[src/rtl/fss_pkg.sv]
// Package for the fuzzy subsequence scorer: payload widths, register indexes,
// scoring constants, the result word and the character helper functions.
// No dependencies; every other file of the block but fss_text_if imports it.
package fss_pkg;

  localparam int NEEDLE_MAX_DEF   = 8;
  localparam int HAYSTACK_MAX_DEF = 65536;

  localparam int CHARS_W = 64;
  localparam int LEN_W   = 4;
  localparam int POS_W   = 16;
  localparam int SCORE_W = 9;
  localparam int CNT_W   = 4;
  localparam int IDXR_W  = 2;

  // Scoring weights.
  localparam int MATCH_BONUS = 4;
  localparam int ADJ_BONUS   = 8;
  localparam int WORD_BONUS  = 8;
  localparam int GAP_CAP     = 8;
  localparam int START_POS   = -2;

  localparam logic [7:0] CHAR_UPPER_A   = 8'h41;
  localparam logic [7:0] CHAR_UPPER_Z   = 8'h5A;
  localparam logic [7:0] CASE_OFFSET    = 8'h20;
  localparam logic [7:0] CHAR_SPACE     = 8'h20;
  localparam logic [7:0] CHAR_UNDERLINE = 8'h5F;
  localparam logic [7:0] CHAR_DASH      = 8'h2D;
  localparam logic [7:0] CHAR_DOT       = 8'h2E;
  localparam logic [7:0] CHAR_SLASH     = 8'h2F;
  localparam logic [7:0] CHAR_COLON     = 8'h3A;

  localparam int QUEUE_DEPTH = 4;
  localparam int QPTR_W      = 2;
  localparam int QCNT_W      = 3;

  typedef enum logic [IDXR_W-1:0] {
    REG_NEEDLE_CHARS  = 2'd0,
    REG_NEEDLE_LENGTH = 2'd1,
    REG_MAX_POSITIONS = 2'd2
  } reg_idx_t;

  typedef enum logic {
    KIND_POSITION = 1'b0,
    KIND_VERDICT  = 1'b1
  } res_kind_t;

  typedef struct packed {
    logic [CHARS_W-1:0] needle_chars;
    logic [LEN_W-1:0]   needle_length;
    logic [LEN_W-1:0]   max_positions;
  } cfg_t;

  typedef struct packed {
    res_kind_t                  kind;
    logic [POS_W-1:0]           position;
    logic                       matched;
    logic signed [SCORE_W-1:0]  score;
    logic [CNT_W-1:0]           match_total;
    logic                       final_flag;
  } res_t;

  // Up to two result words per processed item, always packed from slot 0.
  typedef struct packed {
    logic n0;
    logic n1;
    res_t w0;
    res_t w1;
  } push_t;

  function automatic logic [7:0] fold_case(input logic [7:0] c);
    return (c >= CHAR_UPPER_A && c <= CHAR_UPPER_Z) ? c + CASE_OFFSET : c;
  endfunction

  function automatic logic is_separator(input logic [7:0] c);
    return c == CHAR_SPACE || c == CHAR_UNDERLINE || c == CHAR_DASH ||
           c == CHAR_DOT || c == CHAR_SLASH || c == CHAR_COLON;
  endfunction

endpackage

[src/rtl/fss_text_if.sv]
// Haystack input channel: valid/ready handshake with one text word.
// Depends on nothing outside itself.
interface fss_text_if;
  logic       valid;
  logic       ready;
  logic [7:0] haystack_byte;
  logic       no_byte;
  logic       end_of_text;

  modport source(output valid, haystack_byte, no_byte, end_of_text, input ready);
  modport sink(input valid, haystack_byte, no_byte, end_of_text, output ready);
endinterface

[src/rtl/fss_result_if.sv]
// Result channel: valid/ready handshake with one position or verdict word.
// Depends on fss_pkg for the field widths.
interface fss_result_if import fss_pkg::*; ();
  logic                      valid;
  logic                      ready;
  logic                      result_kind;
  logic [POS_W-1:0]          position;
  logic                      matched;
  logic signed [SCORE_W-1:0] score;
  logic [CNT_W-1:0]          match_total;
  logic                      final_flag;

  modport source(output valid, result_kind, position, matched, score, match_total,
                 final_flag, input ready);
  modport sink(input valid, result_kind, position, matched, score, match_total,
               final_flag, output ready);
endinterface

[src/rtl/fss_cfg_if.sv]
// Configuration write channel: valid/ready with register index and write data.
// Depends on fss_pkg for the field widths.
interface fss_cfg_if import fss_pkg::*; ();
  logic               valid;
  logic               ready;
  logic [IDXR_W-1:0]  index;
  logic [CHARS_W-1:0] data;

  modport source(output valid, index, data, input ready);
  modport sink(input valid, index, data, output ready);
endinterface

[src/rtl/fuzzy_subsequence_scorer_core.sv]
// Fuzzy subsequence scorer: streams text words against a configured needle.
// Depends on fss_pkg, the three channel interfaces, fss_cfg_regs, fss_match
// and fss_out_queue.
//
// Usage: write the needle characters (index 0), the needle length (index 1)
// and the position report limit (index 2) on cfg while the block is idle;
// cfg.ready is always high. Then send one text word per haystack byte on
// text, with end_of_text on the last word. Each matched needle character,
// up to the limit, yields a position word on result, and the end_of_text
// word yields a verdict word after any position word of the same item;
// final_flag marks the last result word of an item.
// A text word is held in the input register of fss_match, and its result
// words are written into the result queue, which offers them on result.
// Throughput: one text word per cycle while the queue has room. The result
// channel issues one word a cycle, so a word that causes both a position
// report and a verdict needs two result words; a four-word queue absorbs that.
// When result.ready is low the queue fills and text.ready drops once fewer
// than two free slots remain; nothing is lost.
// Reset clears the configuration registers, the stream state and the queue;
// after every verdict the stream state returns to its reset values.
module fuzzy_subsequence_scorer_core import fss_pkg::*; #(
  parameter int NEEDLE_MAX   = NEEDLE_MAX_DEF,
  parameter int HAYSTACK_MAX = HAYSTACK_MAX_DEF
) (
  input  logic          clk,
  input  logic          rst,
  fss_cfg_if.sink       cfg,
  fss_text_if.sink      text,
  fss_result_if.source  result
);

  cfg_t  regs;
  push_t push;
  logic  room;

  fss_cfg_regs u_cfg_regs (
    .clk  (clk),
    .rst  (rst),
    .cfg  (cfg),
    .regs (regs)
  );

  fss_match #(
    .NEEDLE_MAX   (NEEDLE_MAX),
    .HAYSTACK_MAX (HAYSTACK_MAX)
  ) u_match (
    .clk  (clk),
    .rst  (rst),
    .text (text),
    .regs (regs),
    .room (room),
    .push (push)
  );

  fss_out_queue u_out_queue (
    .clk    (clk),
    .rst    (rst),
    .push   (push),
    .room   (room),
    .result (result)
  );

endmodule

[src/rtl/fss_cfg_regs.sv]
// Configuration register file: needle characters, needle length, position limit.
// Depends on fss_pkg and fss_cfg_if.
module fss_cfg_regs import fss_pkg::*; (
  input  logic       clk,
  input  logic       rst,
  fss_cfg_if.sink    cfg,
  output cfg_t       regs
);

  assign cfg.ready = 1'b1;

  always_ff @(posedge clk) begin
    if (rst) begin
      regs <= '0;
    end else if (cfg.valid) begin
      unique case (cfg.index)
        REG_NEEDLE_CHARS:  regs.needle_chars  <= cfg.data;
        REG_NEEDLE_LENGTH: regs.needle_length <= cfg.data[LEN_W-1:0];
        REG_MAX_POSITIONS: regs.max_positions <= cfg.data[LEN_W-1:0];
        default: ;
      endcase
    end
  end

endmodule

[src/rtl/fss_match.sv]
// Input register, match and scoring logic, and the per-text stream state.
// Depends on fss_pkg, fss_text_if and the cfg_t word from fss_cfg_regs.
module fss_match import fss_pkg::*; #(
  parameter int NEEDLE_MAX   = NEEDLE_MAX_DEF,
  parameter int HAYSTACK_MAX = HAYSTACK_MAX_DEF
) (
  input  logic     clk,
  input  logic     rst,
  fss_text_if.sink text,
  input  cfg_t     regs,
  input  logic     room,
  output push_t    push
);

  localparam int IDX_W  = $clog2(HAYSTACK_MAX);
  localparam int LAST_W = IDX_W + 1;
  // The gap path also has to hold the gap cap, even for a very short haystack.
  localparam int GAP_W  = (IDX_W + 2 > 6) ? IDX_W + 2 : 6;
  localparam logic [IDX_W-1:0] IDX_LAST = IDX_W'(HAYSTACK_MAX - 1);
  localparam logic [LEN_W-1:0] LEN_CAP  = LEN_W'(NEEDLE_MAX);

  // Input register.
  logic       s1_valid;
  logic [7:0] s1_byte;
  logic       s1_no_byte;
  logic       s1_eot;

  // Stream state.
  logic [CNT_W-1:0]          needle_index;
  logic [CNT_W-1:0]          matches_so_far;
  logic [IDX_W-1:0]          byte_index;
  logic signed [LAST_W-1:0]  last_match_pos;
  logic signed [SCORE_W-1:0] running_score;
  logic [7:0]                previous_byte;

  logic                      fire;
  logic [LEN_W-1:0]          len;
  logic [LEN_W-1:0]          maxp;
  logic [7:0]                needle_char;
  logic                      hit;
  logic signed [GAP_W-1:0]   idx_s;
  logic signed [GAP_W-1:0]   expected;
  logic signed [GAP_W-1:0]   gap;
  logic [3:0]                gap_c;
  logic                      adjacent;
  logic                      word_start;
  logic [4:0]                bonus;
  logic signed [5:0]         delta;
  logic [CNT_W-1:0]          needle_index_next;
  logic [CNT_W-1:0]          matches_so_far_next;
  logic signed [SCORE_W-1:0] running_score_next;
  logic                      ok;
  logic                      pos_v;
  res_t                      pos_word;
  res_t                      verdict_word;

  assign fire       = s1_valid && room;
  assign text.ready = !s1_valid || room;

  always_ff @(posedge clk) begin
    if (rst) begin
      s1_valid <= 1'b0;
    end else if (text.ready) begin
      s1_valid <= text.valid;
    end
  end

  always_ff @(posedge clk) begin
    if (text.valid && text.ready) begin
      s1_byte    <= text.haystack_byte;
      s1_no_byte <= text.no_byte;
      s1_eot     <= text.end_of_text;
    end
  end

  always_comb begin
    len  = (regs.needle_length > LEN_CAP) ? LEN_CAP : regs.needle_length;
    maxp = (regs.max_positions > LEN_CAP) ? LEN_CAP : regs.max_positions;
    needle_char = regs.needle_chars[{needle_index[2:0], 3'b000} +: 8];
    hit = !s1_no_byte && (needle_index < len) &&
          (fold_case(s1_byte) == fold_case(needle_char));

    idx_s    = $signed(GAP_W'(byte_index));
    expected = GAP_W'(last_match_pos) + GAP_W'(1);
    gap      = idx_s - expected;
    adjacent = (idx_s == expected);
    // The gap can go negative only once the index has saturated.
    if (gap < 0) begin
      gap_c = 4'd0;
    end else if (gap > GAP_W'(GAP_CAP)) begin
      gap_c = 4'(GAP_CAP);
    end else begin
      gap_c = gap[3:0];
    end
    word_start = (byte_index == '0) || is_separator(previous_byte);
    bonus = 5'(MATCH_BONUS) + (adjacent ? 5'(ADJ_BONUS) : 5'd0) +
            (word_start ? 5'(WORD_BONUS) : 5'd0);
    delta = $signed({1'b0, bonus}) - $signed({2'b00, gap_c});

    needle_index_next   = hit ? needle_index + CNT_W'(1) : needle_index;
    matches_so_far_next = hit ? matches_so_far + CNT_W'(1) : matches_so_far;
    running_score_next  = hit ? running_score + {{(SCORE_W-6){delta[5]}}, delta}
                              : running_score;

    ok    = (len == '0) || (needle_index_next >= len);
    pos_v = hit && (matches_so_far < maxp);

    pos_word             = '0;
    pos_word.kind        = KIND_POSITION;
    pos_word.position    = POS_W'(byte_index);
    pos_word.final_flag  = !s1_eot;

    verdict_word             = '0;
    verdict_word.kind        = KIND_VERDICT;
    verdict_word.matched     = ok;
    verdict_word.score       = (ok && len != '0) ? running_score_next : '0;
    verdict_word.match_total = (ok && len != '0) ? matches_so_far_next : '0;
    verdict_word.final_flag  = 1'b1;

    push.n0 = fire && (pos_v || s1_eot);
    push.n1 = fire && pos_v && s1_eot;
    push.w0 = pos_v ? pos_word : verdict_word;
    push.w1 = verdict_word;
  end

  always_ff @(posedge clk) begin
    if (rst) begin
      needle_index   <= '0;
      matches_so_far <= '0;
      byte_index     <= '0;
      last_match_pos <= LAST_W'(START_POS);
      running_score  <= '0;
      previous_byte  <= '0;
    end else if (fire) begin
      if (s1_eot) begin
        needle_index   <= '0;
        matches_so_far <= '0;
        byte_index     <= '0;
        last_match_pos <= LAST_W'(START_POS);
        running_score  <= '0;
        previous_byte  <= '0;
      end else begin
        needle_index   <= needle_index_next;
        matches_so_far <= matches_so_far_next;
        running_score  <= running_score_next;
        if (hit) begin
          last_match_pos <= $signed({1'b0, byte_index});
        end
        if (!s1_no_byte) begin
          previous_byte <= s1_byte;
          if (byte_index != IDX_LAST) begin
            byte_index <= byte_index + IDX_W'(1);
          end
        end
      end
    end
  end

  a_index_tracks_count: assert property (@(posedge clk) disable iff (rst)
    needle_index == matches_so_far)
    else $error("needle index and match count diverged");

  a_index_bounded: assert property (@(posedge clk) disable iff (rst)
    needle_index <= LEN_CAP)
    else $error("needle index ran past the needle");

  a_clear_after_verdict: assert property (@(posedge clk) disable iff (rst)
    fire && s1_eot |=> needle_index == '0 && byte_index == '0 &&
                       running_score == '0)
    else $error("stream state not cleared after the verdict");

endmodule

[src/rtl/fss_out_queue.sv]
// Four-word result queue that takes up to two words a cycle and issues one.
// Depends on fss_pkg and fss_result_if.
module fss_out_queue import fss_pkg::*; (
  input  logic          clk,
  input  logic          rst,
  input  push_t         push,
  output logic          room,
  fss_result_if.source  result
);

  res_t              mem [QUEUE_DEPTH];
  logic [QPTR_W-1:0] wr_ptr;
  logic [QPTR_W-1:0] rd_ptr;
  logic [QCNT_W-1:0] count;
  logic [QCNT_W-1:0] count_next;
  logic              pop;
  res_t              head;

  // Room for a full two-word push keeps the producer independent of result.ready.
  assign room = count <= QCNT_W'(QUEUE_DEPTH - 2);
  assign pop  = result.valid && result.ready;
  assign head = mem[rd_ptr];

  assign result.valid       = count != '0;
  assign result.result_kind = head.kind;
  assign result.position    = head.position;
  assign result.matched     = head.matched;
  assign result.score       = head.score;
  assign result.match_total = head.match_total;
  assign result.final_flag  = head.final_flag;

  assign count_next = count + QCNT_W'(push.n0) + QCNT_W'(push.n1) - QCNT_W'(pop);

  always_ff @(posedge clk) begin
    if (push.n0) begin
      mem[wr_ptr] <= push.w0;
    end
    if (push.n1) begin
      mem[QPTR_W'(wr_ptr + QPTR_W'(1))] <= push.w1;
    end
  end

  always_ff @(posedge clk) begin
    if (rst) begin
      wr_ptr <= '0;
      rd_ptr <= '0;
      count  <= '0;
    end else begin
      wr_ptr <= wr_ptr + QPTR_W'(push.n0) + QPTR_W'(push.n1);
      if (pop) begin
        rd_ptr <= rd_ptr + QPTR_W'(1);
      end
      count <= count_next;
    end
  end

  a_push_needs_room: assert property (@(posedge clk) disable iff (rst)
    push.n0 |-> room)
    else $error("result pushed into a queue without room");

  a_count_bounded: assert property (@(posedge clk) disable iff (rst)
    count <= QCNT_W'(QUEUE_DEPTH))
    else $error("result queue overflow");

endmodule

[src/flat_wrapper.sv]
// flat-port wrapper written by rule: the top's interface ports become plain ports
module fuzzy_subsequence_scorer_core_flat import fss_pkg::*;
#(
  parameter int NEEDLE_MAX   = NEEDLE_MAX_DEF,
  parameter int HAYSTACK_MAX = HAYSTACK_MAX_DEF
)
  (clk, rst, cfg_valid, cfg_index, cfg_data, cfg_ready, text_valid, text_haystack_byte, text_no_byte, text_end_of_text, text_ready, result_valid, result_result_kind, result_position, result_matched, result_score, result_match_total, result_final_flag, result_ready);
  fss_cfg_if cfg_i ();
  fss_text_if text_i ();
  fss_result_if result_i ();
  input  logic clk;
  input  logic rst;
  input wire logic [$bits(cfg_i.valid)-1:0] cfg_valid;
  input wire logic [$bits(cfg_i.index)-1:0] cfg_index;
  input wire logic [$bits(cfg_i.data)-1:0] cfg_data;
  output wire logic [$bits(cfg_i.ready)-1:0] cfg_ready;
  input wire logic [$bits(text_i.valid)-1:0] text_valid;
  input wire logic [$bits(text_i.haystack_byte)-1:0] text_haystack_byte;
  input wire logic [$bits(text_i.no_byte)-1:0] text_no_byte;
  input wire logic [$bits(text_i.end_of_text)-1:0] text_end_of_text;
  output wire logic [$bits(text_i.ready)-1:0] text_ready;
  output wire logic [$bits(result_i.valid)-1:0] result_valid;
  output wire logic [$bits(result_i.result_kind)-1:0] result_result_kind;
  output wire logic [$bits(result_i.position)-1:0] result_position;
  output wire logic [$bits(result_i.matched)-1:0] result_matched;
  output wire logic [$bits(result_i.score)-1:0] result_score;
  output wire logic [$bits(result_i.match_total)-1:0] result_match_total;
  output wire logic [$bits(result_i.final_flag)-1:0] result_final_flag;
  input wire logic [$bits(result_i.ready)-1:0] result_ready;
  assign cfg_i.valid = cfg_valid;
  assign cfg_i.index = cfg_index;
  assign cfg_i.data = cfg_data;
  assign cfg_ready = cfg_i.ready;
  assign text_i.valid = text_valid;
  assign text_i.haystack_byte = text_haystack_byte;
  assign text_i.no_byte = text_no_byte;
  assign text_i.end_of_text = text_end_of_text;
  assign text_ready = text_i.ready;
  assign result_valid = result_i.valid;
  assign result_result_kind = result_i.result_kind;
  assign result_position = result_i.position;
  assign result_matched = result_i.matched;
  assign result_score = result_i.score;
  assign result_match_total = result_i.match_total;
  assign result_final_flag = result_i.final_flag;
  assign result_i.ready = result_ready;
  fuzzy_subsequence_scorer_core #(.NEEDLE_MAX(NEEDLE_MAX), .HAYSTACK_MAX(HAYSTACK_MAX)) u_core (.clk(clk), .rst(rst), .cfg(cfg_i), .text(text_i), .result(result_i));
endmodule
[config.mk]
export PLATFORM = sky130hd
export DESIGN_NAME = fuzzy_subsequence_scorer_core_flat
export DESIGN_NICKNAME = d
export VERILOG_FILES = /design/src/rtl/fss_pkg.sv /design/src/rtl/fss_text_if.sv /design/src/rtl/fss_result_if.sv /design/src/rtl/fss_cfg_if.sv /design/src/rtl/fuzzy_subsequence_scorer_core.sv /design/src/rtl/fss_cfg_regs.sv /design/src/rtl/fss_match.sv /design/src/rtl/fss_out_queue.sv /design/src/flat_wrapper.sv
export SDC_FILE = /design/constraint.sdc
export NUM_CORES = 1
export LEC_CHECK = 0
export ABC_AREA = 1
export BUFFER_PORTS_ARGS = -buffer_cell sky130_fd_sc_hd__clkbuf_2
export CORE_ASPECT_RATIO = 1.4
export CORE_UTILIZATION = 55
export CTS_CLUSTER_DIAMETER = 30
export DETAILED_ROUTE_END_ITERATION = 12
export PLACE_DENSITY_LB_ADDON = 0.3
export SLEW_MARGIN = 25
export SYNTH_ARGS = -nofsm -noshare
export SYNTH_HDL_FRONTEND = slang
export SYNTH_SLANG_ARGS = --single-unit
[constraint.sdc]
create_clock -name clk -period 6.05 [get_ports clk]
set_input_delay 0.3025 -clock clk [delete_from_list [all_inputs] [get_ports clk]]
set_output_delay 0.3025 -clock clk [all_outputs]
set_load 0.02 [all_outputs]
==> impl_results.md, run 1 <==
* Net Sw Frac at 0.3499
* Final ANT Viol Nets at 0
* Total gr overflow at 0
* Die X at 140.6 µm
* Final hold viol count at 0
* Clock root buffer master: clkbuf_16
* Register area share after synthesis at 0.4207
* H-tree Lvls at 2
* Worst path most repeated cell: nand2_1
* Largest area contributor in the netlist: dfxtp_1
* Run status: complete, no violations
* Mean cell area of the mapped netlist at just over 7 µm²
* R2R Setup Slk at about 0.43 ns
* CTS tree: yes
* Initial antenna violation count at 0
* Vias in the first global route at 14160
* Worst hold path class: in -> reg
* Fin. max-slew vios at 0
* # nets final at 2380
* WL final at 41300 µm
* Psw at 0.002258 W
* Crit share post-route at 0.9283
* Port bufs at 114
* Worst path max stage delay at roughly 0.37 ns
* Via/cell ratio at 5.536
* Max-cap violations at 0
* Starting DRC count in detailed routing at a little over 800
* # placed instances at 2462
* Residual DRC at 0
* P per Cell Area at roughly 360 nW/µm²
* Count of different cell masters after synthesis at 49
* DP HPWL at between 20000 and 30000 µm
* Placer congestion estimate at about 0.9
* Share of layout cells above drive strength 1 at 0.1223
* Clk pwr share at 0.393
* Yosys top cell area share at 0.2868
* Yosys reg bits at between 200 and 300
* Area of the core at 26280 µm²
* CTS clk-pin slew, worst paths at around 0.07 ns
* Comb pwr share at 0.259
* Worst Slack Setup Final at 0.4336 ns
* Main area contributors after synthesis: dfxtp_1, edfxtp_1, nor2_1, nand2_1, o21ai_0
* Global-route wire length before repair at 67150 µm
* Crit path kind: reg -> reg
* Largest net degree at the start of global routing at 79
* Synthesized Nets at approximately 2200
* Clock Latency Late Sink at 0.56 ns
* Clock sinks at approximately 280
* Critical Path AT at approximately 6 ns
* Area Growth Syn to Fin at 19.50%
* Cells after Synth at roughly 2100
* Hold Slack at 0.01158 ns
* Internal power at 0.004195 W
* EDFF count, synth at 66
* Mapped cell area at around 15000 µm²
* Routed len/inst at 15.85 µm
* CP Capture Type: flip-flop
* Power, Total at 0.006453 W
* Flop pwr share at 0.348
* Final Setup Violations at 0
* Setup WS pre-CTS at 0.07848 ns
* FFs w/ async S/R, synth at 0
* Slew at the pin closest to its max-slew limit at 0.8986 ns
* CTS buffer count at between 40 and 50
* Post-synth top flop: dfxtp_1
* Slowest cell on the critical path: dfxtp_1
* Bufs on Longest Clock Path at 3
* Critical Path Start Type: flip-flop
* Top Ports at 116
* Max transition margin at 0.4001
* GRT Util Overall at 0.3009
* Yosys warning count at 0
* FMAX at 178.0 MHz
* Starting Density at 0.5632
* Max FO, Critical Path at 6
* Worst EP required at 6.32 ns
* Peak VDD IR at between 0.2 and 0.25 mV
* Pre-Repair DR Iteration Count at 5
* Die height at 196.1 µm
* Core Rows at 70
* Clock Skew at 0.01869 ns
* Final Non-Filler Cells at approximately 2600
* Min Tclk post-route at about 5.6 ns
* P_leak at 8.325 nW
* Ant. Diodes at 0
* Die area at 27580 µm²
* Vias at 14430
what timing repair did:
action,CTS,global route
resized for setup,0,22
buffers inserted,0,3
endpoints found under the hold margin,61,0
hold buffers,61,0
endpoints found under the setup margin,0,19
cell usage after synthesis (20+ instances only):
cell      number
a21oi_1      112
clkbuf_1      62
dfxtp_1      212
edfxtp_1      66
ha_1          46
inv_1        219
nand2_1      355
nand3_1       70
nor2_1       505
o211ai_1      20
o21ai_0      203
o22ai_1       33
per-layer routing:
layer / global-route usage / vias up / share of wire
li1: - / 7099 / -
met1: 0.3377 / 6687 / 0.40
met2: 0.5458 / 506 / 0.51
met3: 0.04491 / 135 / 0.054
met4: 0.1602 / 0 / 0.043
met5: 0 / - / 0
area by class of cell:
cell class,instances,area (µm²)
Clock buffer,48,1147
Clock inverter,32,359.1
Fill cell,2190,8591
Inverter,232,873.3
Multi-Input combinational cell,1500,7362
Sequential cell,278,6228
Tap cell,324,405.4
Timing Repair Buffer,192,1309
final timing paths:
check / to / cells past startpoint / startpoint
hold / removal: u_core.u_cfg_regs.regs[65]$_SDFFE_PP0P_ / 3 / cfg_data[57]
setup / recovery: u_core.u_out_queue.mem[2][12]$_DFFE_PP_ / 35 / u_core.u_match.last_match_pos[1]$_SDFFE_PP1P_
setup reg to reg: u_core.u_out_queue.mem[2][12]$_DFFE_PP_ / 35 / u_core.u_match.last_match_pos[1]$_SDFFE_PP1P_
hold reg to reg: u_core.u_out_queue.mem[2][31]$_SDFFE_PP1P_ / 2 / u_core.u_out_queue.mem[2][31]$_SDFFE_PP1P_
cells by family (layout without fill, tap and decap cells):
| kind of cell | after synthesis | in the layout | synth area share |
|---|---|---|---|
| and+or+nand+nor | 1005 | 1005 | 0.2759 |
| AOI/OAI and AO/OA | 411 | 411 | 0.1502 |
| buffers and inverters | 320 | 504 | 0.08759 |
| DFF | 278 | 278 | 0.4207 |
| adders and majority gates | 52 | 52 | 0.04701 |
| xor gates and xnor gates | 31 | 31 | 0.01835 |
| other | 1 | 1 | 0.0002534 |
per-stage QoR:
stage | TNS (ns) | util | area, µm²
finish | 0 | 0.6730 | 17680
global route | -0.3913 | 0.6730 | 17680
global placement | 0 | 0.5886 | 15470
detailed placement | 0 | 0.5886 | 15470
floorplan | 0 | - | 14800
CTS | 0 | 0.6692 | 17580
cells in the final DEF (no fill, tap or decap), drive strengths merged, types with 5 or more instances in the layout:
cell and count:
dlygate4sd3 61, xnor2 12, clkinv 17, nand4 15, nor4 7, o22ai 33
a21oi 113, fa 6, ha 46, buf 17, nor2 509, or2 9
dfxtp 212, inv 245, o211ai 20, edfxtp 66, clkbuf 162, nor3 19
xor2 19, o21ai 228, nand2 367, o21a 5, nand3 75
worst max-delay path: cells and delay by family, from the launching register on:
family	cells	cell delay, ns
fa+ha+maj	4	0.89
buf+inv	3	0.24
flops	1	0.37
simple gates	21	2.56
compound gates	6	1.12
xor+xnor	1	0.16
registers in the layout (all words and copies together) (netlist names), named ones only:
| name | cells |
|---|---|
| u_core.u_out_queue.mem | 128 |
| u_core.u_match.byte_index | 16 |
| u_core.u_match.s1_eot | 1 |
| u_core.u_out_queue.rd_ptr | 2 |
| u_core.u_match.running_score | 9 |
| u_core.u_out_queue.wr_ptr | 2 |
| u_core.u_match.matches_so_far | 4 |
| u_core.u_match.s1_valid | 1 |
| u_core.u_match.s1_byte | 8 |
| u_core.u_match.needle_index | 4 |
| u_core.u_out_queue.count | 3 |
| u_core.u_match.last_match_pos | 17 |
| u_core.u_match.s1_no_byte | 1 |
| u_core.u_match.previous_byte | 8 |
| u_core.u_cfg_regs.regs | 72 |
power by group through the flow:
| stage | Sequential (W) | Clock [W] | Combinational [W] |
|---|---|---|---|
| floorplan | 0.00224 | 0 | 0.00117 |
| global placement | 0.00227 | 0 | 0.00155 |
| detailed placement | 0.00228 | 0 | 0.00158 |
| CTS | 0.00224 | 0.00255 | 0.00163 |
| global route | 0.00227 | 0.00263 | 0.00187 |
| finish | 0.00225 | 0.00254 | 0.00167 |
Power figures use the tool's default switching activity.
==> run 2: changes to the inputs <==
--- a/config.mk
+++ b/config.mk
@@ -5,7 +5,6 @@
 export SDC_FILE = /design/constraint.sdc
 export NUM_CORES = 1
 export LEC_CHECK = 0
-export ABC_AREA = 1
 export BUFFER_PORTS_ARGS = -buffer_cell sky130_fd_sc_hd__clkbuf_2
 export CORE_ASPECT_RATIO = 1.4
 export CORE_UTILIZATION = 55
==> run 2 against run 1 <==
Routed wire length increased by 0.19%; non-clock buffer count increased by 79; cell area increased by 1.7%; global-route usage increased by 1.1 points; sequential power decreased by 9.3%; critical endpoint is now u_core.u_out_queue.mem[1][13]$_DFFE_PP_.
==> impl_results.md, run 2 <==
* Peak VDD IR at 0.3010 mV (+24%)
* Final ANT Viol Nets at 0 (unchanged)
* P_leak at 7.042 nW (-15%)
* Met1 usage at 0.3246 (-0.01314)
* Post-Synth Adder-Cell Area at 0.04894 (+0.001937)
* CTS clk-pin slew, worst paths at 0.05 ns (-0.02 ns)
* Most flop-heavy register: u_core.u_out_queue.mem
* Min Tclk post-route at 5.943 ns (+0.3263 ns)
* GRT Util Overall at 0.3116 (+0.01071)
* Critical Path Start Type: flip-flop
* Die height at 192.2 µm (-2.0%)
* Final Non-Filler Cells at 2048 (-21%)
* Post-synthesis compound-gate area fraction at 0.1654 (+0.01517)
* WL final at 41380 µm (+0.19%)
* Worst Setup SP: u_core.u_match.last_match_pos[3]$_SDFFE_PP1P_
* Clock Latency Late Sink at 0.55 ns (about the same)
* Commonest cells after routing, fill and taps aside: dfxtp_1, nand2_1, a21oi_1
* Mean cell area of the mapped netlist at 9.539 µm² (+35%)
* Fin area at 17990 µm² (+1.7%)
* FMAX at 168.3 MHz (-5.5%)
* Critical Path AT at 6.22 ns (+0.33 ns)
* Share of layout cells above drive strength 1 at 0.2429 (+0.1207)
* Flip-flop count of the largest register after layout at 128 (unchanged)
* Gr busiest metal: met2
* Worst path max stage delay at 0.57 ns (+0.20 ns)
* Vias at 12580 (-13%)
* Yosys reg bits at 278 (unchanged)
* Slew at the pin closest to its max-slew limit at 1.066 ns (+0.1678 ns)
* RSZ-0062 raised after global routing: yes
* Residual DRC at 0 (unchanged)
* Clock root buffer master: clkbuf_16
* Mux share of post-synthesis cell area at 0.09727 (+0.09727)
* Vias in the first global route at 12620 (-11%)
* Hold wc startpoint: cfg_data[37]
* GR Util met3 at 0.04803 (+0.003123)
* Synth top cells by count: dfxtp_1, nand2_1, a21oi_1, nor2_1, clkbuf_1
* Synthesized Nets at 1623 (-27%)
* Crit share post-route at 0.9823 (+0.05393)
* Final hold viol count at 0 (unchanged)
* Routed len/inst at 20.21 µm (+27%)
* Slowest cell on the critical path: fa_2
* Initial antenna violation count at 0 (unchanged)
* Clock Skew at 0.02239 ns (+0.003702 ns)
* EDFF count, synth at 66 (unchanged)
* Post-synth top flop: dfxtp_1
* Max-cap violations at 0 (unchanged)
* Yosys warning count at 0 (unchanged)
* Die area at 26500 µm² (-3.9%)
* Bufs on Longest Clock Path at 3 (unchanged)
* Most common cell in the netlist: dfxtp_1
* Largest regs: u_core.u_out_queue.mem x128, u_core.u_cfg_regs.regs x72, u_core.u_match.last_match_pos x17
* XOR/XNOR share of the synthesized area at 0.03697 (+0.01863)
* Yosys top cell area share at 0.2986 (+0.01181)
* Area Growth Syn to Fin at 26.54%
* Largest net degree at the start of global routing at 103 (+30%)
* Die X at 137.9 µm (-2.0%)
* Placer congestion estimate at 0.9673 (+5.6%)
* Pre-Repair DR Iteration Count at 5 (unchanged)
* CP Capture Type: flip-flop
* Max FO, Critical Path at 10 (+4)
* Starting DRC count in detailed routing at 814 (+0.62%)
* Top Ports at 116 (unchanged)
* Run status: complete, no violations
* Met2 Track Usage GR at 0.5758 (+0.02998)
* Total gr overflow at 0 (unchanged)
* P per Cell Area at 289.9 nW/µm² (-21%)
* # nets final at 1829 (-23%)
* Reg-to-reg startpoint: u_core.u_match.last_match_pos[3]$_SDFFE_PP1P_
* Port bufs at 114 (unchanged)
* Worst reg2reg path depth at 28 (-20%)
* Simple-gate share of the synthesized area at 0.1651 (-0.1108)
* Cells after Synth at 1490 (-29%)
* Main area contributors after synthesis: dfxtp_1, edfxtp_1, mux4_2, nand2_1, a21oi_1
* Setup_tns at 0 ns (unchanged)
* H-tree Lvls at 2 (unchanged)
* Final Setup Violations at 0 (unchanged)
* Crit path kind: reg -> reg
* Worst hold path class: in -> reg
* CTS tree: yes
* Area of the core at 25380 µm² (-3.4%)
* Global-route wire length before repair at 63740 µm (-5.1%)
* # placed instances at 1894 (-23%)
* CTS buffer count at 42 (-2.3%)
* Commonest non-fill, non-tap cell in the layout: dfxtp_1
* Clock sinks at 278 (unchanged)
* Max transition margin at 0.2870 (-0.1132)
* Mapped cell area at 14210 µm² (-4.0%)
* Largest area contributor in the netlist: dfxtp_1
* Count of different cell masters after synthesis at 77 (+57%)
* Fin. max-slew vios at 0 (unchanged)
* Main combinational cell family by area after synthesis: compound AO/OA/AOI/OAI gates
* Register area share after synthesis at 0.4380 (+0.01733)
* Placed inst area at 15330 µm² (-0.86%)
* Ant. Diodes at 0 (unchanged)
* Via/cell ratio at 6.142 (+11%)
* FFs w/ async S/R, synth at 0 (unchanged)
* Starting Density at 0.5600 (-0.003246)
* Hold path depth at 3 (unchanged)
* Worst EP required at 6.32 ns (about the same)
* Core Rows at 69 (-1.4%)
* DP HPWL at 26330 µm (+1.0%)
-- run 2: repair_timing --
item | 4_1_cts | 5_1_grt
pin swaps | 7 | 54
hold endpoints to repair | 62 | 0
hold buffers | 62 | 0
gates cloned | 0 | 0
resized for setup | 7 | 90
buffers inserted | 3 | 12
setup endpoints to repair | 5 | 11
-- run 2: final cells by class --
| cell class | count | area (µm²) |
|---|---|---|
| flip-flops and latches | 278 | 6236 |
| well taps | 319 | 399.1 |
| clock inverters | 27 | 327.8 |
| fillers | 1834 | 7396 |
| repair buffers | 271 | 1929 |
| multi-input cells | 1047 | 7730 |
| inverters | 56 | 210.2 |
| clock buffers | 50 | 1154 |
-- run 2: critical path: cells and delay by family (launching register included) --
kind,cells,cell delay (ns)
flip-flops,1,0.33
adder cells (fa/ha/maj),3,1.18
buffers and inverters,3,0.41
XOR/XNOR,4,0.71
AO/OA/AOI/OAI,9,1.48
AND/OR/NAND/NOR,9,1.57
-- run 2: power by group --
group          internal [W]  switching, W  total (W)
sequential          0.00196     0.0000849    0.00204
combinational      0.000277      0.000380   0.000657
clock               0.00160      0.000916    0.00251
-- run 2: final timing paths --
kind                                                     end  slack, ns
setup / recovery     u_core.u_out_queue.mem[1][13]$_DFFE_PP_       0.11
hold / removal       u_core.u_cfg_regs.regs[45]$_SDFFE_PP0P_       0.01
setup reg to reg     u_core.u_out_queue.mem[1][13]$_DFFE_PP_       0.11
hold reg to reg   u_core.u_out_queue.mem[1][31]$_SDFFE_PP1P_       0.45
-- run 2: per-layer routing --
metal  part of all wire  routed length (µm)  vias up
li1                   -                   -     5818
met1               0.36               14990     6142
met2               0.53               22070      483
met3              0.048                1978      136
met4              0.057                2347        0
met5                  0                   0        -
-- run 2: per-stage QoR --
stage | utilization | setup WS [ns] | total power (W) | hold slack (ns)
floorplan | - | 0.007242 | 0.002487 | 0.4014
global placement | 0.6040 | 0.1029 | 0.002676 | 0.4300
detailed placement | 0.6041 | -0.1299 | 0.002691 | 0.4395
CTS | 0.6886 | 0.006693 | 0.005220 | 0.0001717
global route | 0.7086 | -0.1832 | 0.005374 | 0.01154
finish | 0.7086 | 0.1073 | 0.005214 | 0.01496
-- run 2: kinds of logic after synthesis --
| group | count (synthesis) |
|---|---|
| simple gates | 508 |
| mux | 75 |
| fa+ha+maj | 52 |
| compound gates | 351 |
| xor+xnor | 60 |
| flops | 278 |
| buf+inv | 165 |
| other cells | 1 |
==> run 3: changes to the inputs <==
--- a/config.mk
+++ b/config.mk
@@ -14,4 +14,5 @@
 export SLEW_MARGIN = 25
 export SYNTH_ARGS = -nofsm -noshare
 export SYNTH_HDL_FRONTEND = slang
+export SYNTH_HIERARCHICAL = 1
 export SYNTH_SLANG_ARGS = --single-unit
==> run 3 against run 2 <==
The flow now finishes with violations (setup timing); area after synthesis rose by 15%; maximum frequency fell by 11%; register-to-register slack got worse by 0.71 ns; sequential share of layout area fell by 0.93 points; clock skew fell by 0.0048 ns; global-route usage fell by 3.6 points; cell area rose by 15%; utilization fell by 0.41 points; combinational power rose by 21%.
==> impl_results.md, run 3 <==
* DP HPWL at 29130 µm (+11%)
* Worst EP required at 6.34 ns (+0.02 ns)
* Worst hold path class: in -> reg
* Residual DRC at 0 (unchanged)
* Run status: finished, violations left
* Pre-Repair DR Iteration Count at 7 (+2)
* Bufs on Longest Clock Path at 3 (unchanged)
* RSZ-0062 raised after global routing: yes
* Final Setup Violations at 5 (+5)
* CTS tree: yes
* Register area share after synthesis at 0.4233 (-0.01476)
* Critical Path Start Type: flip-flop
* Largest net degree at the start of global routing at 106 (+2.9%)
* Port bufs at 114 (unchanged)
* Power, Total at 0.005280 W (+1.3%)
* Main area contributors after synthesis: edfxtp_1, dfxtp_1, mux2_2, mux4_2, nand2b_1
* Cells after Synth at 1525 (+2.3%)
* Synth top cells by count: nand2b_1, dfxtp_1, edfxtp_1, mux2_2, nor2_1
* Vias at 12740 (+1.3%)
* Flip-flop count of the largest register after layout at 128 (unchanged)
* Initial antenna violation count at 1 (+1)
* Share of layout cells above drive strength 1 at 0.3582 (+0.1153)
* Crit share post-route at 1.100 (+0.1176)
* Slowest cell on the critical path: fa_2
* FFs w/ async S/R, synth at 0 (unchanged)
* Ant. Diodes at 0 (unchanged)
* Die X at 148.0 µm (+7.3%)
* CP Capture Type: flip-flop
* Core Rows at 74 (+7.2%)
* Main combinational cell family by area after synthesis: multiplexers
* CTS buffer count at 41 (-2.4%)
* Placer congestion estimate at 0.9302 (-3.8%)
* Slew at the pin closest to its max-slew limit at 1.027 ns (-0.03990 ns)
* Vias in the first global route at 13110 (+3.9%)
* Worst reg2reg path depth at 31 (+11%)
* R2R Setup Slk at -0.60 ns (-0.71 ns)
* Largest area contributor in the netlist: edfxtp_1
* Setup_tns at -2.482 ns (-2.482 ns)
* Max-cap violations at 0 (unchanged)
* Min Tclk post-route at 6.654 ns (+0.7112 ns)
* Count of different cell masters after synthesis at 74 (-3.9%)
* Most flop-heavy register: u_core/u_out_queue/mem
* Setup WS pre-CTS at -0.7887 ns (-0.6588 ns)
* # nets final at 1938 (+6.0%)
* Clock Skew at 0.01758 ns (-0.004806 ns)
* Final core occ at 0.7045 (-0.004118)
* Top Layer Used: met5
* Final hold viol count at 0 (unchanged)
* P_leak at 8.051 nW (+14%)
* Failing checks: setup timing
* Commonest cells after routing, fill and taps aside: buf_4, nand2b_1, edfxtp_1
* WL met2 at 22740 µm (+3.0%)
* Largest regs: u_core/u_out_queue/mem x128, u_core/u_cfg_regs/regs x72, u_core/u_match/last_match_pos x17
* Area of the core at 29260 µm² (+15%)
* Via/cell ratio at 5.747 (-6.4%)
* Yosys reg bits at 278 (unchanged)
* Hold EP: u_core/u_cfg_regs/regs[69]$_SDFFE_PP0P_
* Global-route wire length before repair at 66020 µm (+3.6%)
* Worst path max stage delay at 0.56 ns (about the same)
* WL met1 at 15890 µm (+6.0%)
* Yosys warning count at 6 (+6)
* Clock Latency Late Sink at 0.54 ns (about the same)
* Worst Slack Setup Final at -0.6039 ns (-0.7112 ns)
* Peak VDD IR at 0.1950 mV (-35%)
* XOR/XNOR share of the synthesized area at 0.02828 (-0.008688)
* H-tree Lvls at 2 (unchanged)
* Starting DRC count in detailed routing at 637 (-22%)
* Met3 wire length at 1684 µm (-15%)
* Mux share of post-synthesis cell area at 0.2088 (+0.1115)
* Area Growth Syn to Fin at 25.59%
* Die area at 30540 µm² (+15%)
* Worst flop-to-flop path endpoint: u_core/u_out_queue/mem[3][13]$_DFFE_PP_
* Simple-gate share of the synthesized area at 0.1620 (-0.003049)
* Max transition margin at 0.3149 (+0.02796)
* Clock root buffer master: clkbuf_16
* Routed len/inst at 18.99 µm (-6.0%)
* Mean cell area of the mapped netlist at 10.76 µm² (+13%)
* GRT Util Overall at 0.2752 (-0.03640)
* Most common cell in the netlist: nand2b_1
* Hold path depth at 3 (unchanged)
* Crit path kind: reg -> reg
* FMAX at 150.3 MHz (-11%)
* Post-Synth Adder-Cell Area at 0.04239 (-0.006556)
* CTS clk-pin slew, worst paths at 0.06 ns (about the same)
* Hold Slack at 0.007661 ns (-0.007296 ns)
* Total gr overflow at 0 (unchanged)
* Commonest non-fill, non-tap cell in the layout: buf_4
* P per Cell Area at 256.2 nW/µm² (-12%)
* EDFF count, synth at 138 (+110%)
* Post-synthesis compound-gate area fraction at 0.08866 (-0.07674)
* Mapped cell area at 16410 µm² (+15%)
* Final ANT Viol Nets at 0 (unchanged)
* Post-synth top flop: dfxtp_1
* Die height at 206.4 µm (+7.4%)
* Fin. max-slew vios at 0 (unchanged)
* Yosys top cell area share at 0.2525 (-0.04609)
* Max FO, Critical Path at 5 (-5)
* Reg-to-reg startpoint: u_core/u_match/last_match_pos[1]$_SDFFE_PP1P_
* Hold wc startpoint: cfg_data[61]
* Critical Path AT at 6.94 ns (+0.72 ns)
* Top Ports at 116 (unchanged)
* Starting Density at 0.5609 (+0.0009470)
* WL final at 42100 µm (+1.7%)
* Clock sinks at 278 (unchanged)
[run 3: cell count changes after synthesis, sizes merged, moves of 24 or more]
cell | previous run | this run
a22o | 73 | 0
mux2i | 18 | 84
edfxtp | 66 | 138
dfxtp | 212 | 140
clkbuf | 76 | 51
a21oi | 142 | 69
mux2 | 9 | 139
buf | 33 | 57
nand2b | 14 | 150
nand2 | 201 | 60
[run 3: worst max-delay path by stage]
stage / end / depth (start not counted) / slack [ns] / from
floorplan: u_core/u_out_queue/mem[1][13]$_DFFE_PP_ / 29 / -0.32 / u_core/u_match/last_match_pos[0]$_SDFFE_PP0P_
CTS: u_core/u_out_queue/mem[3][13]$_DFFE_PP_ / 29 / -0.58 / u_core/u_match/last_match_pos[0]$_SDFFE_PP0P_
detailed placement: u_core/u_out_queue/mem[3][13]$_DFFE_PP_ / 27 / -0.79 / u_core/u_match/last_match_pos[0]$_SDFFE_PP0P_
global placement: u_core/u_out_queue/mem[1][13]$_DFFE_PP_ / 27 / -0.69 / u_core/u_match/last_match_pos[0]$_SDFFE_PP0P_
global route: u_core/u_out_queue/mem[3][13]$_DFFE_PP_ / 30 / -0.89 / u_core/u_match/last_match_pos[1]$_SDFFE_PP1P_
finish: u_core/u_out_queue/mem[3][13]$_DFFE_PP_ / 31 / -0.60 / u_core/u_match/last_match_pos[1]$_SDFFE_PP1P_
[run 3: area by class of cell]
cell class,instances,area (µm²)
Tap cell,380,475.5
Multi-Input combinational cell,1111,9325
Clock inverter,24,257.7
Fill cell,2155,8646
Inverter,44,165.2
Clock buffer,51,1136
Timing Repair Buffer,329,2297
Sequential cell,278,6955
[run 3: critical path, delay by kind of cell, from the launching register on]
kind	cells	cell delay (ns)
xor+xnor	1	0.18
compound gates	11	2.21
flops	1	0.35
simple gates	8	1.11
mux	2	0.64
fa+ha+maj	4	1.28
buf+inv	5	0.64
[run 3: where the power goes]
| group | switching [W] | internal, W | total (W) |
|---|---|---|---|
| Clock | 0.000920 | 0.00146 | 0.00237 |
| Combinational | 0.000441 | 0.000353 | 0.000795 |
| Sequential | 0.0000726 | 0.00204 | 0.00211 |
| Total | 0.00143 | 0.00385 | 0.00528 |
[run 3: per-layer routing]
| layer | global-route usage | vias up |
|---|---|---|
| li1 | - | 6115 |
| met1 | 0.2974 | 6155 |
| met2 | 0.5248 | 345 |
| met3 | 0.03377 | 123 |
| met4 | 0.1337 | 2 |
| met5 | 0 | - |
[run 3: metrics by stage]
step / cell area, µm² / instances
finish: 20610 / 2217
floorplan: 16550 / 1541
CTS: 20230 / 2210
detailed placement: 18280 / 2088
global placement: 18270 / 2088
global route: 20610 / 2217
[run 3: cell families after synthesis]
kind of cell	after synthesis
flip-flops	278
AND/OR/NAND/NOR	495
AO/OA/AOI/OAI	224
adder cells (fa/ha/maj)	52
other	3
buffers and inverters	152
multiplexers	268
XOR/XNOR	53
[run 3: repair_timing]
| item | CTS | global route |
|---|---|---|
| buffers inserted | 30 | 6 |
| endpoints found under the hold margin | 17 | 0 |
| endpoints found under the setup margin | 14 | 24 |
| hold buffers | 17 | 0 |
| resized for setup | 43 | 67 |
| pin swaps | 40 | 42 |
